$ cat src/design/ipv6f_pkg.sv
// Shared types, microprogram and character helpers for the IPv6 address text formatter.
package ipv6f_pkg;

    // Program counter and the step addresses of the microprogram.
    typedef logic [3:0] t_pc;

    localparam t_pc P_SCAN    = 4'd0;
    localparam t_pc P_LOOP    = 4'd1;
    localparam t_pc P_SEP     = 4'd2;
    localparam t_pc P_RUNCHK  = 4'd3;
    localparam t_pc P_NIBINIT = 4'd4;
    localparam t_pc P_NIB     = 4'd5;
    localparam t_pc P_NEXTGRP = 4'd6;
    localparam t_pc P_Z0      = 4'd7;
    localparam t_pc P_Z1      = 4'd8;
    localparam t_pc P_D0      = 4'd9;
    localparam t_pc P_D1      = 4'd10;
    localparam t_pc P_DH      = 4'd11;
    localparam t_pc P_DT      = 4'd12;
    localparam t_pc P_DO      = 4'd13;
    localparam t_pc P_DDOT    = 4'd14;
    localparam t_pc P_END     = 4'd15;

    // Character source of a step.
    typedef logic [2:0] t_emit;
    localparam t_emit EM_NONE  = 3'd0;
    localparam t_emit EM_COLON = 3'd1;
    localparam t_emit EM_DOT   = 3'd2;
    localparam t_emit EM_HEX   = 3'd3;
    localparam t_emit EM_DEC_H = 3'd4;
    localparam t_emit EM_DEC_T = 3'd5;
    localparam t_emit EM_DEC_O = 3'd6;

    // Condition under which the character is actually sent.
    typedef logic [2:0] t_econd;
    localparam t_econd EC_ALWAYS  = 3'd0;
    localparam t_econd EC_K_NZ    = 3'd1;
    localparam t_econd EC_K_ZERO  = 3'd2;
    localparam t_econd EC_K_END   = 3'd3;
    localparam t_econd EC_HEX_SIG = 3'd4;
    localparam t_econd EC_B100    = 3'd5;
    localparam t_econd EC_B10     = 3'd6;

    // Condition that marks the character as the final one of the text.
    typedef logic [1:0] t_lcond;
    localparam t_lcond LC_NONE   = 2'd0;
    localparam t_lcond LC_ALWAYS = 2'd1;
    localparam t_lcond LC_HEXEND = 2'd2;
    localparam t_lcond LC_BYTE3  = 2'd3;

    // Jump condition; a taken jump loads the target, otherwise the step counter advances.
    typedef logic [2:0] t_jcond;
    localparam t_jcond JC_NEXT    = 3'd0;
    localparam t_jcond JC_ALWAYS  = 3'd1;
    localparam t_jcond JC_DOTTED  = 3'd2;
    localparam t_jcond JC_KEND    = 3'd3;
    localparam t_jcond JC_RUNHIT  = 3'd4;
    localparam t_jcond JC_NIBMORE = 3'd5;
    localparam t_jcond JC_BYTE3   = 3'd6;

    // Counter actions of a step.
    typedef logic [2:0] t_act;
    localparam t_act AC_NONE    = 3'd0;
    localparam t_act AC_SCAN    = 3'd1;
    localparam t_act AC_KADDRUN = 3'd2;
    localparam t_act AC_NIBINIT = 3'd3;
    localparam t_act AC_NIBSTEP = 3'd4;
    localparam t_act AC_BINIT   = 3'd5;
    localparam t_act AC_BINC    = 3'd6;
    localparam t_act AC_END     = 3'd7;

    // One control word of the microprogram.
    typedef struct packed {
        t_emit  emit;
        t_econd econd;
        t_lcond lcond;
        t_jcond jcond;
        t_pc    target;
        t_act   act;
    } t_uword;

    // Longest zero-group run: first group and number of groups.
    typedef struct packed {
        logic [2:0] start;
        logic [3:0] len;
    } t_run;

    // Decimal digits of one byte.
    typedef struct packed {
        logic [1:0] h;
        logic [3:0] t;
        logic [3:0] o;
    } t_dec;

    localparam logic [6:0] CH_ZERO  = 7'h30;
    localparam logic [6:0] CH_A     = 7'h61;
    localparam logic [6:0] CH_COLON = 7'h3a;
    localparam logic [6:0] CH_DOT   = 7'h2e;

    // The microprogram: hex groups with one compressed run, or the dotted-quad tail form.
    function automatic t_uword f_ucode(input t_pc pc);
        t_uword w;
        w = '{EM_NONE, EC_ALWAYS, LC_NONE, JC_NEXT, P_SCAN, AC_NONE};
        case (pc)
            P_SCAN:    w = '{EM_NONE,  EC_ALWAYS,  LC_NONE,   JC_DOTTED,  P_D0,   AC_SCAN};
            P_LOOP:    w = '{EM_NONE,  EC_ALWAYS,  LC_NONE,   JC_KEND,    P_END,  AC_NONE};
            P_SEP:     w = '{EM_COLON, EC_K_NZ,    LC_NONE,   JC_NEXT,    P_SCAN, AC_NONE};
            P_RUNCHK:  w = '{EM_NONE,  EC_ALWAYS,  LC_NONE,   JC_RUNHIT,  P_Z0,   AC_NONE};
            P_NIBINIT: w = '{EM_NONE,  EC_ALWAYS,  LC_NONE,   JC_NEXT,    P_SCAN, AC_NIBINIT};
            P_NIB:     w = '{EM_HEX,   EC_HEX_SIG, LC_HEXEND, JC_NIBMORE, P_NIB,  AC_NIBSTEP};
            P_NEXTGRP: w = '{EM_NONE,  EC_ALWAYS,  LC_NONE,   JC_ALWAYS,  P_LOOP, AC_NONE};
            P_Z0:      w = '{EM_COLON, EC_K_ZERO,  LC_NONE,   JC_NEXT,    P_SCAN, AC_KADDRUN};
            P_Z1:      w = '{EM_COLON, EC_K_END,   LC_ALWAYS, JC_ALWAYS,  P_LOOP, AC_NONE};
            P_D0:      w = '{EM_COLON, EC_ALWAYS,  LC_NONE,   JC_NEXT,    P_SCAN, AC_BINIT};
            P_D1:      w = '{EM_COLON, EC_ALWAYS,  LC_NONE,   JC_NEXT,    P_SCAN, AC_NONE};
            P_DH:      w = '{EM_DEC_H, EC_B100,    LC_NONE,   JC_NEXT,    P_SCAN, AC_NONE};
            P_DT:      w = '{EM_DEC_T, EC_B10,     LC_NONE,   JC_NEXT,    P_SCAN, AC_NONE};
            P_DO:      w = '{EM_DEC_O, EC_ALWAYS,  LC_BYTE3,  JC_BYTE3,   P_END,  AC_BINC};
            P_DDOT:    w = '{EM_DOT,   EC_ALWAYS,  LC_NONE,   JC_ALWAYS,  P_DH,   AC_NONE};
            P_END:     w = '{EM_NONE,  EC_ALWAYS,  LC_NONE,   JC_NEXT,    P_SCAN, AC_END};
            default:   w = '{EM_NONE,  EC_ALWAYS,  LC_NONE,   JC_NEXT,    P_SCAN, AC_END};
        endcase
        return w;
    endfunction

    // Lower-case hex digit character.
    function automatic logic [6:0] f_hex_char(input logic [3:0] d);
        logic [6:0] c;
        if (d < 4'd10) begin
            c = CH_ZERO + {3'b000, d};
        end else begin
            c = CH_A + {3'b000, d} - 7'd10;
        end
        return c;
    endfunction

    // Splits a byte into hundreds, tens and ones; tens by reciprocal multiply (205 / 2048).
    function automatic t_dec f_dec_digits(input logic [7:0] b);
        t_dec        r;
        logic [7:0]  rem8;
        logic [6:0]  rem;
        logic [14:0] prod;
        if (b >= 8'd200) begin
            r.h  = 2'd2;
            rem8 = b - 8'd200;
        end else if (b >= 8'd100) begin
            r.h  = 2'd1;
            rem8 = b - 8'd100;
        end else begin
            r.h  = 2'd0;
            rem8 = b;
        end
        rem  = rem8[6:0];
        prod = {8'd0, rem} * 15'd205;
        r.t  = prod[14:11];
        r.o  = 4'(rem - 7'({3'b000, r.t} * 7'd10));
        return r;
    endfunction

endpackage

$ cat src/design/ipv6f_intf.sv
// Valid/ready channel interfaces for addresses in and characters out.
interface ipv6f_addr_if;
    logic        valid;
    logic        ready;
    logic [63:0] addr_high;
    logic [63:0] addr_low;

    modport source (output valid, output addr_high, output addr_low, input ready);
    modport sink   (input valid, input addr_high, input addr_low, output ready);
endinterface

interface ipv6f_char_if;
    logic       valid;
    logic       ready;
    logic [6:0] out_char;
    logic       last_char;

    modport source (output valid, output out_char, output last_char, input ready);
    modport sink   (input valid, input out_char, input last_char, output ready);
endinterface

$ cat src/design/ipv6f_zero_run.sv
// Finder of the longest run of zero groups, earliest run winning a tie.
module ipv6f_zero_run import ipv6f_pkg::*; (
    input  logic [7:0] i_zero_mask,
    output t_run       o_run
);

    logic [2:0] run_start;
    logic [3:0] run_len;

    // Walk the eight groups once, keeping the best run seen so far.
    always_comb begin
        o_run     = '0;
        run_start = '0;
        run_len   = '0;
        for (int g = 0; g < 8; g++) begin
            if (i_zero_mask[g]) begin
                if (run_len == 4'd0) begin
                    run_start = 3'(g);
                end
                run_len = run_len + 4'd1;
                if (run_len > o_run.len) begin
                    o_run.len   = run_len;
                    o_run.start = run_start;
                end
            end else begin
                run_len = '0;
            end
        end
    end

endmodule

$ cat src/design/ipv6_address_text_formatter.sv
// IPv6 address text formatter: takes one 128-bit address and sends its text form one ASCII
// character per item, the final character flagged by last_char. The block handles one address
// at a time; a small microprogram in a constant table steps through the text, one step per
// cycle, and a step that sends a character waits while the output register is still full.
// An address in hex form takes up to 75 steps (one scan step, nine steps per printed group,
// five steps for the compressed run, one closing loop step and the end step), the longest
// case being an address with no zero group; the dotted-quad form takes 19 steps. Cycles the
// character consumer stalls add to these; the next address is taken the cycle after the
// last step.
module ipv6_address_text_formatter import ipv6f_pkg::*; (
    input  logic          i_clk,
    input  logic          i_rst_n,
    ipv6f_addr_if.sink    i_addr,
    ipv6f_char_if.source  o_char
);

    logic             r_busy, n_busy;
    t_pc              r_pc, n_pc;
    logic [7:0][15:0] r_grp;
    t_run             r_run, n_run;
    logic [3:0]       r_k, n_k;
    logic [1:0]       r_nib, n_nib;
    logic             r_started, n_started;
    logic [1:0]       r_byte, n_byte;
    logic             r_out_valid, n_out_valid;
    logic [6:0]       r_out_char, n_out_char;
    logic             r_out_last, n_out_last;

    t_uword     w;
    t_run       scan_run;
    logic [7:0] zero_mask;
    logic       dotted;
    logic       accept;
    logic       out_free;
    logic       econd_ok;
    logic       emit_req;
    logic       step_go;
    logic       jump;
    logic       is_last;
    logic [6:0] ch;
    logic [15:0] cur_grp;
    logic [3:0] nib;
    logic [7:0] cur_byte;
    t_dec       dec;

    assign accept       = i_addr.valid && i_addr.ready;
    assign i_addr.ready = !r_busy;

    // Zero-group mask and longest-run search over the held address.
    always_comb begin
        for (int g = 0; g < 8; g++) begin
            zero_mask[g] = (r_grp[g] == 16'd0);
        end
    end

    ipv6f_zero_run u_zero_run (
        .i_zero_mask (zero_mask),
        .o_run       (scan_run)
    );

    assign dotted = (scan_run.start == 3'd0) && (scan_run.len == 4'd6);

    // Datapath operands: current hex digit and decimal digits of the current byte.
    assign cur_grp = r_grp[r_k[2:0]];
    assign nib     = cur_grp[{r_nib, 2'b00} +: 4];

    always_comb begin
        case (r_byte)
            2'd0:    cur_byte = r_grp[6][15:8];
            2'd1:    cur_byte = r_grp[6][7:0];
            2'd2:    cur_byte = r_grp[7][15:8];
            default: cur_byte = r_grp[7][7:0];
        endcase
    end

    assign dec = f_dec_digits(cur_byte);

    // Decode of the current control word.
    assign w = f_ucode(r_pc);

    always_comb begin
        case (w.econd)
            EC_ALWAYS:  econd_ok = 1'b1;
            EC_K_NZ:    econd_ok = (r_k != 4'd0);
            EC_K_ZERO:  econd_ok = (r_k == 4'd0);
            EC_K_END:   econd_ok = r_k[3];
            EC_HEX_SIG: econd_ok = (nib != 4'd0) || r_started || (r_nib == 2'd0);
            EC_B100:    econd_ok = (cur_byte >= 8'd100);
            EC_B10:     econd_ok = (cur_byte >= 8'd10);
            default:    econd_ok = 1'b0;
        endcase
    end

    always_comb begin
        case (w.emit)
            EM_COLON: ch = CH_COLON;
            EM_DOT:   ch = CH_DOT;
            EM_HEX:   ch = f_hex_char(nib);
            EM_DEC_H: ch = CH_ZERO + {5'd0, dec.h};
            EM_DEC_T: ch = CH_ZERO + {3'd0, dec.t};
            EM_DEC_O: ch = CH_ZERO + {3'd0, dec.o};
            default:  ch = CH_ZERO;
        endcase
    end

    always_comb begin
        case (w.lcond)
            LC_ALWAYS: is_last = 1'b1;
            LC_HEXEND: is_last = (r_k == 4'd7) && (r_nib == 2'd0);
            LC_BYTE3:  is_last = (r_byte == 2'd3);
            default:   is_last = 1'b0;
        endcase
    end

    always_comb begin
        case (w.jcond)
            JC_ALWAYS:  jump = 1'b1;
            JC_DOTTED:  jump = dotted;
            JC_KEND:    jump = r_k[3];
            JC_RUNHIT:  jump = (r_k == {1'b0, r_run.start}) && (r_run.len != 4'd0);
            JC_NIBMORE: jump = (r_nib != 2'd0);
            JC_BYTE3:   jump = (r_byte == 2'd3);
            default:    jump = 1'b0;
        endcase
    end

    assign out_free = !r_out_valid || o_char.ready;
    assign emit_req = (w.emit != EM_NONE) && econd_ok;
    assign step_go  = r_busy && !(emit_req && !out_free);

    // Next state of the sequencer and its counters.
    always_comb begin
        n_busy    = r_busy;
        n_pc      = r_pc;
        n_run     = r_run;
        n_k       = r_k;
        n_nib     = r_nib;
        n_started = r_started;
        n_byte    = r_byte;
        if (accept) begin
            n_busy = 1'b1;
            n_pc   = P_SCAN;
        end else if (step_go) begin
            n_pc = jump ? w.target : r_pc + 4'd1;
            case (w.act)
                AC_SCAN: begin
                    n_run = scan_run;
                    n_k   = 4'd0;
                end
                AC_KADDRUN: n_k = r_k + r_run.len;
                AC_NIBINIT: begin
                    n_nib     = 2'd3;
                    n_started = 1'b0;
                end
                AC_NIBSTEP: begin
                    if (emit_req) begin
                        n_started = 1'b1;
                    end
                    if (r_nib != 2'd0) begin
                        n_nib = r_nib - 2'd1;
                    end else begin
                        n_k = r_k + 4'd1;
                    end
                end
                AC_BINIT: n_byte = 2'd0;
                AC_BINC:  n_byte = r_byte + 2'd1;
                AC_END:   n_busy = 1'b0;
                default:  n_busy = r_busy;
            endcase
        end
    end

    // Output register: loaded by a sending step, freed when the consumer takes the item.
    always_comb begin
        n_out_valid = r_out_valid;
        n_out_char  = r_out_char;
        n_out_last  = r_out_last;
        if (step_go && emit_req) begin
            n_out_valid = 1'b1;
            n_out_char  = ch;
            n_out_last  = is_last;
        end else if (o_char.ready) begin
            n_out_valid = 1'b0;
        end
    end

    assign o_char.valid     = r_out_valid;
    assign o_char.out_char  = r_out_char;
    assign o_char.last_char = r_out_last;

    // Control registers.
    always_ff @(posedge i_clk) begin
        if (!i_rst_n) begin
            r_busy      <= 1'b0;
            r_pc        <= P_SCAN;
            r_out_valid <= 1'b0;
        end else begin
            r_busy      <= n_busy;
            r_pc        <= n_pc;
            r_out_valid <= n_out_valid;
        end
    end

    // Payload and counter registers.
    always_ff @(posedge i_clk) begin
        if (accept) begin
            for (int g = 0; g < 4; g++) begin
                r_grp[g]     <= i_addr.addr_high[63 - 16 * g -: 16];
                r_grp[g + 4] <= i_addr.addr_low[63 - 16 * g -: 16];
            end
        end
        r_run      <= n_run;
        r_k        <= n_k;
        r_nib      <= n_nib;
        r_started  <= n_started;
        r_byte     <= n_byte;
        r_out_char <= n_out_char;
        r_out_last <= n_out_last;
    end

    // An accepted address always starts the program at the scan step.
    a_start: assert property (@(posedge i_clk) disable iff (!i_rst_n)
        accept |=> (r_busy && (r_pc == P_SCAN)))
        else $error("sequencer did not start at the scan step");

    // The group index never passes the end of the address.
    a_k_range: assert property (@(posedge i_clk) disable iff (!i_rst_n)
        (r_busy && (r_pc != P_SCAN)) |-> (r_k <= 4'd8))
        else $error("group index beyond the last group");

    // The chosen zero run lies inside the eight groups.
    a_run_range: assert property (@(posedge i_clk) disable iff (!i_rst_n)
        (r_busy && (r_pc != P_SCAN)) |-> ((5'(r_run.start) + 5'(r_run.len)) <= 5'd8))
        else $error("zero run extends past the last group");

endmodule

$ cat src/flat_wrapper.sv
// flat-port wrapper written by rule: the top's interface ports become plain ports
module ipv6_address_text_formatter_flat import ipv6f_pkg::*;
  (i_clk, i_rst_n, i_addr_valid, i_addr_addr_high, i_addr_addr_low, i_addr_ready, o_char_valid, o_char_out_char, o_char_last_char, o_char_ready);
  ipv6f_addr_if i_addr_i ();
  ipv6f_char_if o_char_i ();
  input  logic i_clk;
  input  logic i_rst_n;
  input wire logic [$bits(i_addr_i.valid)-1:0] i_addr_valid;
  input wire logic [$bits(i_addr_i.addr_high)-1:0] i_addr_addr_high;
  input wire logic [$bits(i_addr_i.addr_low)-1:0] i_addr_addr_low;
  output wire logic [$bits(i_addr_i.ready)-1:0] i_addr_ready;
  output wire logic [$bits(o_char_i.valid)-1:0] o_char_valid;
  output wire logic [$bits(o_char_i.out_char)-1:0] o_char_out_char;
  output wire logic [$bits(o_char_i.last_char)-1:0] o_char_last_char;
  input wire logic [$bits(o_char_i.ready)-1:0] o_char_ready;
  assign i_addr_i.valid = i_addr_valid;
  assign i_addr_i.addr_high = i_addr_addr_high;
  assign i_addr_i.addr_low = i_addr_addr_low;
  assign i_addr_ready = i_addr_i.ready;
  assign o_char_valid = o_char_i.valid;
  assign o_char_out_char = o_char_i.out_char;
  assign o_char_last_char = o_char_i.last_char;
  assign o_char_i.ready = o_char_ready;
  ipv6_address_text_formatter u_core (.i_clk(i_clk), .i_rst_n(i_rst_n), .i_addr(i_addr_i), .o_char(o_char_i));
endmodule
$ cat config.mk
export PLATFORM = sky130hd
export DESIGN_NAME = ipv6_address_text_formatter_flat
export DESIGN_NICKNAME = d
export VERILOG_FILES = /design/src/design/ipv6f_pkg.sv /design/src/design/ipv6f_intf.sv /design/src/design/ipv6f_zero_run.sv /design/src/design/ipv6_address_text_formatter.sv /design/src/flat_wrapper.sv
export SDC_FILE = /design/constraint.sdc
export NUM_CORES = 1
export LEC_CHECK = 0
export ABC_AREA = 1
export BUFFER_PORTS_ARGS = -buffer_cell sky130_fd_sc_hd__buf_2
export CORE_ASPECT_RATIO = 0.9
export CORE_UTILIZATION = 59
export CTS_BUF_LIST = sky130_fd_sc_hd__clkbuf_4 sky130_fd_sc_hd__clkbuf_8 sky130_fd_sc_hd__clkbuf_16
export DETAILED_ROUTE_END_ITERATION = 12
export GPL_ROUTABILITY_DRIVEN = 1
export GPL_TIMING_DRIVEN = 0
export PLACE_DENSITY = 0.81
export SLEW_MARGIN = 20
export SYNTH_ARGS = -nofsm -noshare
export SYNTH_HDL_FRONTEND = slang
export SYNTH_HIERARCHICAL = 1
export SYNTH_SLANG_ARGS = --single-unit
$ cat constraint.sdc
create_clock -name i_clk -period 13.1 [get_ports i_clk]
set_input_delay 1.965 -clock i_clk [delete_from_list [all_inputs] [get_ports i_clk]]
set_output_delay 1.965 -clock i_clk [all_outputs]
set_load 0.02 [all_outputs]
==> impl_results.md <==
* Metal2 WL at 13.53 mm
* CTS tree: built
* Worst setup margin at 2.401 ns
* Routed length on met3 at 2.749 mm
* Synth Register Bits at 176
* Crit-path max cell delay at 0.47 ns
* Rows at 47
* Starting Density at 61.11%
* Synthesized area per cell at 8.723 um2
* Number of DRC markers in iteration 0 at 997
* Port bufs at 141
* Syn Std Cell Area at 0.01139 mm2
* Sequential share of power at 44.1%
* Largest net degree at the start of global routing at 27
* Max Cap Viol at 0
* Avg Vias per Cell at 5.729
* Chip width at 148.5 um
* I/O pin cnt at 142
* Final wirelength at 28.99 mm
* Status: completed
* Placement Setup Slack at 2.588 ns
* Clock Root Buffer: clkbuf_16
* Top routing layer in use: met4
* Full die area at 0.01987 mm2
* Net Sw Frac at 29.20%
* Post-synthesis mux area share at 0.1867%
* Drt wl/cell at 16.77 um
* Ys flop type: edfxtp_1
* Final Hold Violating Endpoints at 0
* Yosys Warn Count at 6
* Initial antenna violation count at 1
* WS Path Type: flop to flop
* Most used cell, CP: inv_1
* Buffer count from post-CTS setup fixing at 0
* Gate Count Post-Synth at 1,306
* Psw at 443.4 uW
* PwrDens at 115.6 mW/mm2
* Layout Utilization at 70.47%
* Final Wtd Congestion at 0.9149
* Fin. max-slew vios at 0
* Max rail drop VDD at 0.1128 mV
* Max Fclk at 93.47 MHz
* Worst EP required at 13.41 ns
* Vias in the first global route at 9,542
* Fin area at 0.01314 mm2
* M1 WL at 11.84 mm
* CP arrival at 11.01 ns
* Hold Slack at 0.5835 ns
* Min Clock Period, post-route at 10.70 ns
* Worst Max-Slew Pin Slew at 1.141 ns
* Total power at 1.518 mW
* Grt total ovfl at 0
* Placed cell count at 1,697
* Sequential fraction of the synthesis area at 44.28%
* XOR/XNOR share of the synthesized area at 1.307%
* Vias post-DR at 9,906
* Synth Area in Adders at 11.09%
* Commonest non-fill, non-tap cell in the layout: nand2_1
* Worst-Skew Late Latency at 0.43 ns
* First-pass GRT wire length at 46.85 mm
* Final cell count without fillers at 1,729
* CTS resizes at 0
* # setup viols final at 0
* Critical Path End Type: flop
* Distinct cell type count after synthesis at 58
* # hold bufs at CTS at 0
* Worst Path Max Fanout at 10
* Complex-gate fraction of the synthesized area at 10.53%
* TritonCTS sink count at 176
* Core Box Area at 0.01864 mm2
* Post-DP Area at 0.01254 mm2
* Worst clock skew at 0.005411 ns
* Simple-Gate Fraction of Synth Area at 24.69%
* Hpwl dp at 22.39 mm
* Setup TNS at 0 ns
* Most frequent cells in the layout: 240 x nand2_1, 166 x inv_1, 161 x buf_2
* Worst Hold Class: flop to flop
* Reg clk slew, reported paths at 0.06 ns
* CTS buffer count at 17
* Die height at 133.8 um
* CP max stage cell: o31ai_1
* H-tree depth at 4
* RSZ-0062 raised after global routing: false
* Drt pass-1 iters at 5
* Fraction of layout cells with a size suffix above 1 at 18.56%
* Remaining routing DRC violations at 0
* Asr flop ratio synth at 0%
* Post-synth EDFFs at 152
* Clk pwr share at 33.5%
* WP buf/inv at 11
* Family with the most delay on the worst path: simple AND/OR/NAND/NOR gates
* Startpoint Class: flop
* Max Root-Sink Buffers at 2
* P_leak at 5.882 nW
* Global Route Usage Sum at 30.53%
* Cell-internal power at 1.075 mW
* Post-synth net total at 1,533
* Max_slew headroom at 23.34%
* Post-route ant nets at 0
* Main combinational cell family by area after synthesis: simple AND/OR/NAND/NOR gates
* Nets at 1,698
* Post-route clock period utilization at 81.67%
* Logic pwr share at 22.4%
* Syn-to-layout area delta at 15.31%
==> routing by layer <==
metal / GRT usage (%) / vias up
li1: - / 4784
met3: 5.714 / 89
met2: 50.05 / 529
met1: 40.27 / 4504
met4: 11.57 / 0
met5: 0 / -
==> Yosys cell counts (3+ instances only) <==
master / n / share of area (%)
nand2_1: 240 / 7.9
inv_1: 166 / 5.5
edfxtp_1: 152 / 40
nor2_1: 125 / 4.1
nand3_1: 118 / 5.2
o21ai_0: 87 / 3.8
ha_1: 85 / 9.3
a21oi_1: 41 / 1.8
nor4_1: 28 / 1.5
dfxtp_1: 24 / 4.2
buf_2: 20 / 0.88
nand2_2: 19 / 1.0
o211ai_1: 17 / 1.1
xor2_1: 13 / 1.0
nand4_1: 12 / 0.66
nor3_1: 11 / 0.48
o21ai_1: 11 / 0.48
clkbuf_1: 10 / 0.33
fa_1: 10 / 1.8
inv_2: 10 / 0.33
nand3_2: 10 / 0.88
o221ai_1: 8 / 0.62
o22ai_1: 8 / 0.44
buf_6: 7 / 0.69
nor2_2: 7 / 0.38
nand2_4: 6 / 0.59
and2_1: 5 / 0.27
or2_2: 5 / 0.27
xnor2_1: 4 / 0.31
a211oi_1: 3 / 0.20
nand3_4: 3 / 0.46
nand3b_1: 3 / 0.20
o21a_1: 3 / 0.20
o21ai_2: 3 / 0.23
o41ai_1: 3 / 0.23
==> worst reg2reg max path, delay by kind of cell, from the launching register on <==
kind / cells / cell delay (ns)
AND/OR/NAND/NOR: 28 / 4.02
AO/OA/AOI/OAI: 11 / 2.58
adder cells (fa/ha/maj): 8 / 2.30
buffers and inverters: 11 / 1.28
flip-flops: 1 / 0.43
==> sequential cells by signal, summed over array words and instances (netlist names), 2 cells and up <==
signal,flops
u_core/r_byte,2
u_core/r_pc,4
u_core/w,18
u_core/r_nib,2
u_core/r_k,4
u_core/r_run,7
u_core/o_char.out_char,7
u_core/r_grp,128
==> cell type report <==
cell class	count	area, um2
plain buffers	39	227.7
diodes	2	5.005
clock inverters	13	163.9
clock buffers	17	425.4
well taps	245	306.5
multi-input cells	913	5458
inverters	178	669.4
fillers	1423	5505
repair buffers	146	835.8
flip-flops and latches	176	5045
==> power groups by stage <==
stage	Sequential [mW]	Combinational, mW	Clock, mW
global placement	0.686	0.315	0
detailed placement	0.680	0.329	0
CTS	0.668	0.336	0.512
finish	0.670	0.339	0.509
floorplan	0.677	0.234	0
global route	0.672	0.386	0.533
==> logic make-up after synthesis <==
| logic type | count (synthesis) |
|---|---|
| AO/OA/AOI/OAI | 199 |
| AND/OR/NAND/NOR | 599 |
| buffers and inverters | 217 |
| multiplexers | 2 |
| other | 1 |
| XOR/XNOR | 17 |
| adder cells (fa/ha/maj) | 95 |
| flip-flops | 176 |
==> final timing paths <==
path                                                  start                          end  slack, ns  depth (start not counted)
worst max-delay path              u_core/r_grp[0]$_DFFE_PP_         u_core/w[13]$_DFF_P_       2.40                         58
worst min-delay path            u_core/r_pc[0]$_SDFFE_PP0P_  u_core/r_pc[0]$_SDFFE_PP0P_       0.58                          2
worst max register to register    u_core/r_grp[0]$_DFFE_PP_         u_core/w[13]$_DFF_P_       2.40                         58
worst min register to register  u_core/r_pc[0]$_SDFFE_PP0P_  u_core/r_pc[0]$_SDFFE_PP0P_       0.58                          2
Power figures use the tool's default switching activity.
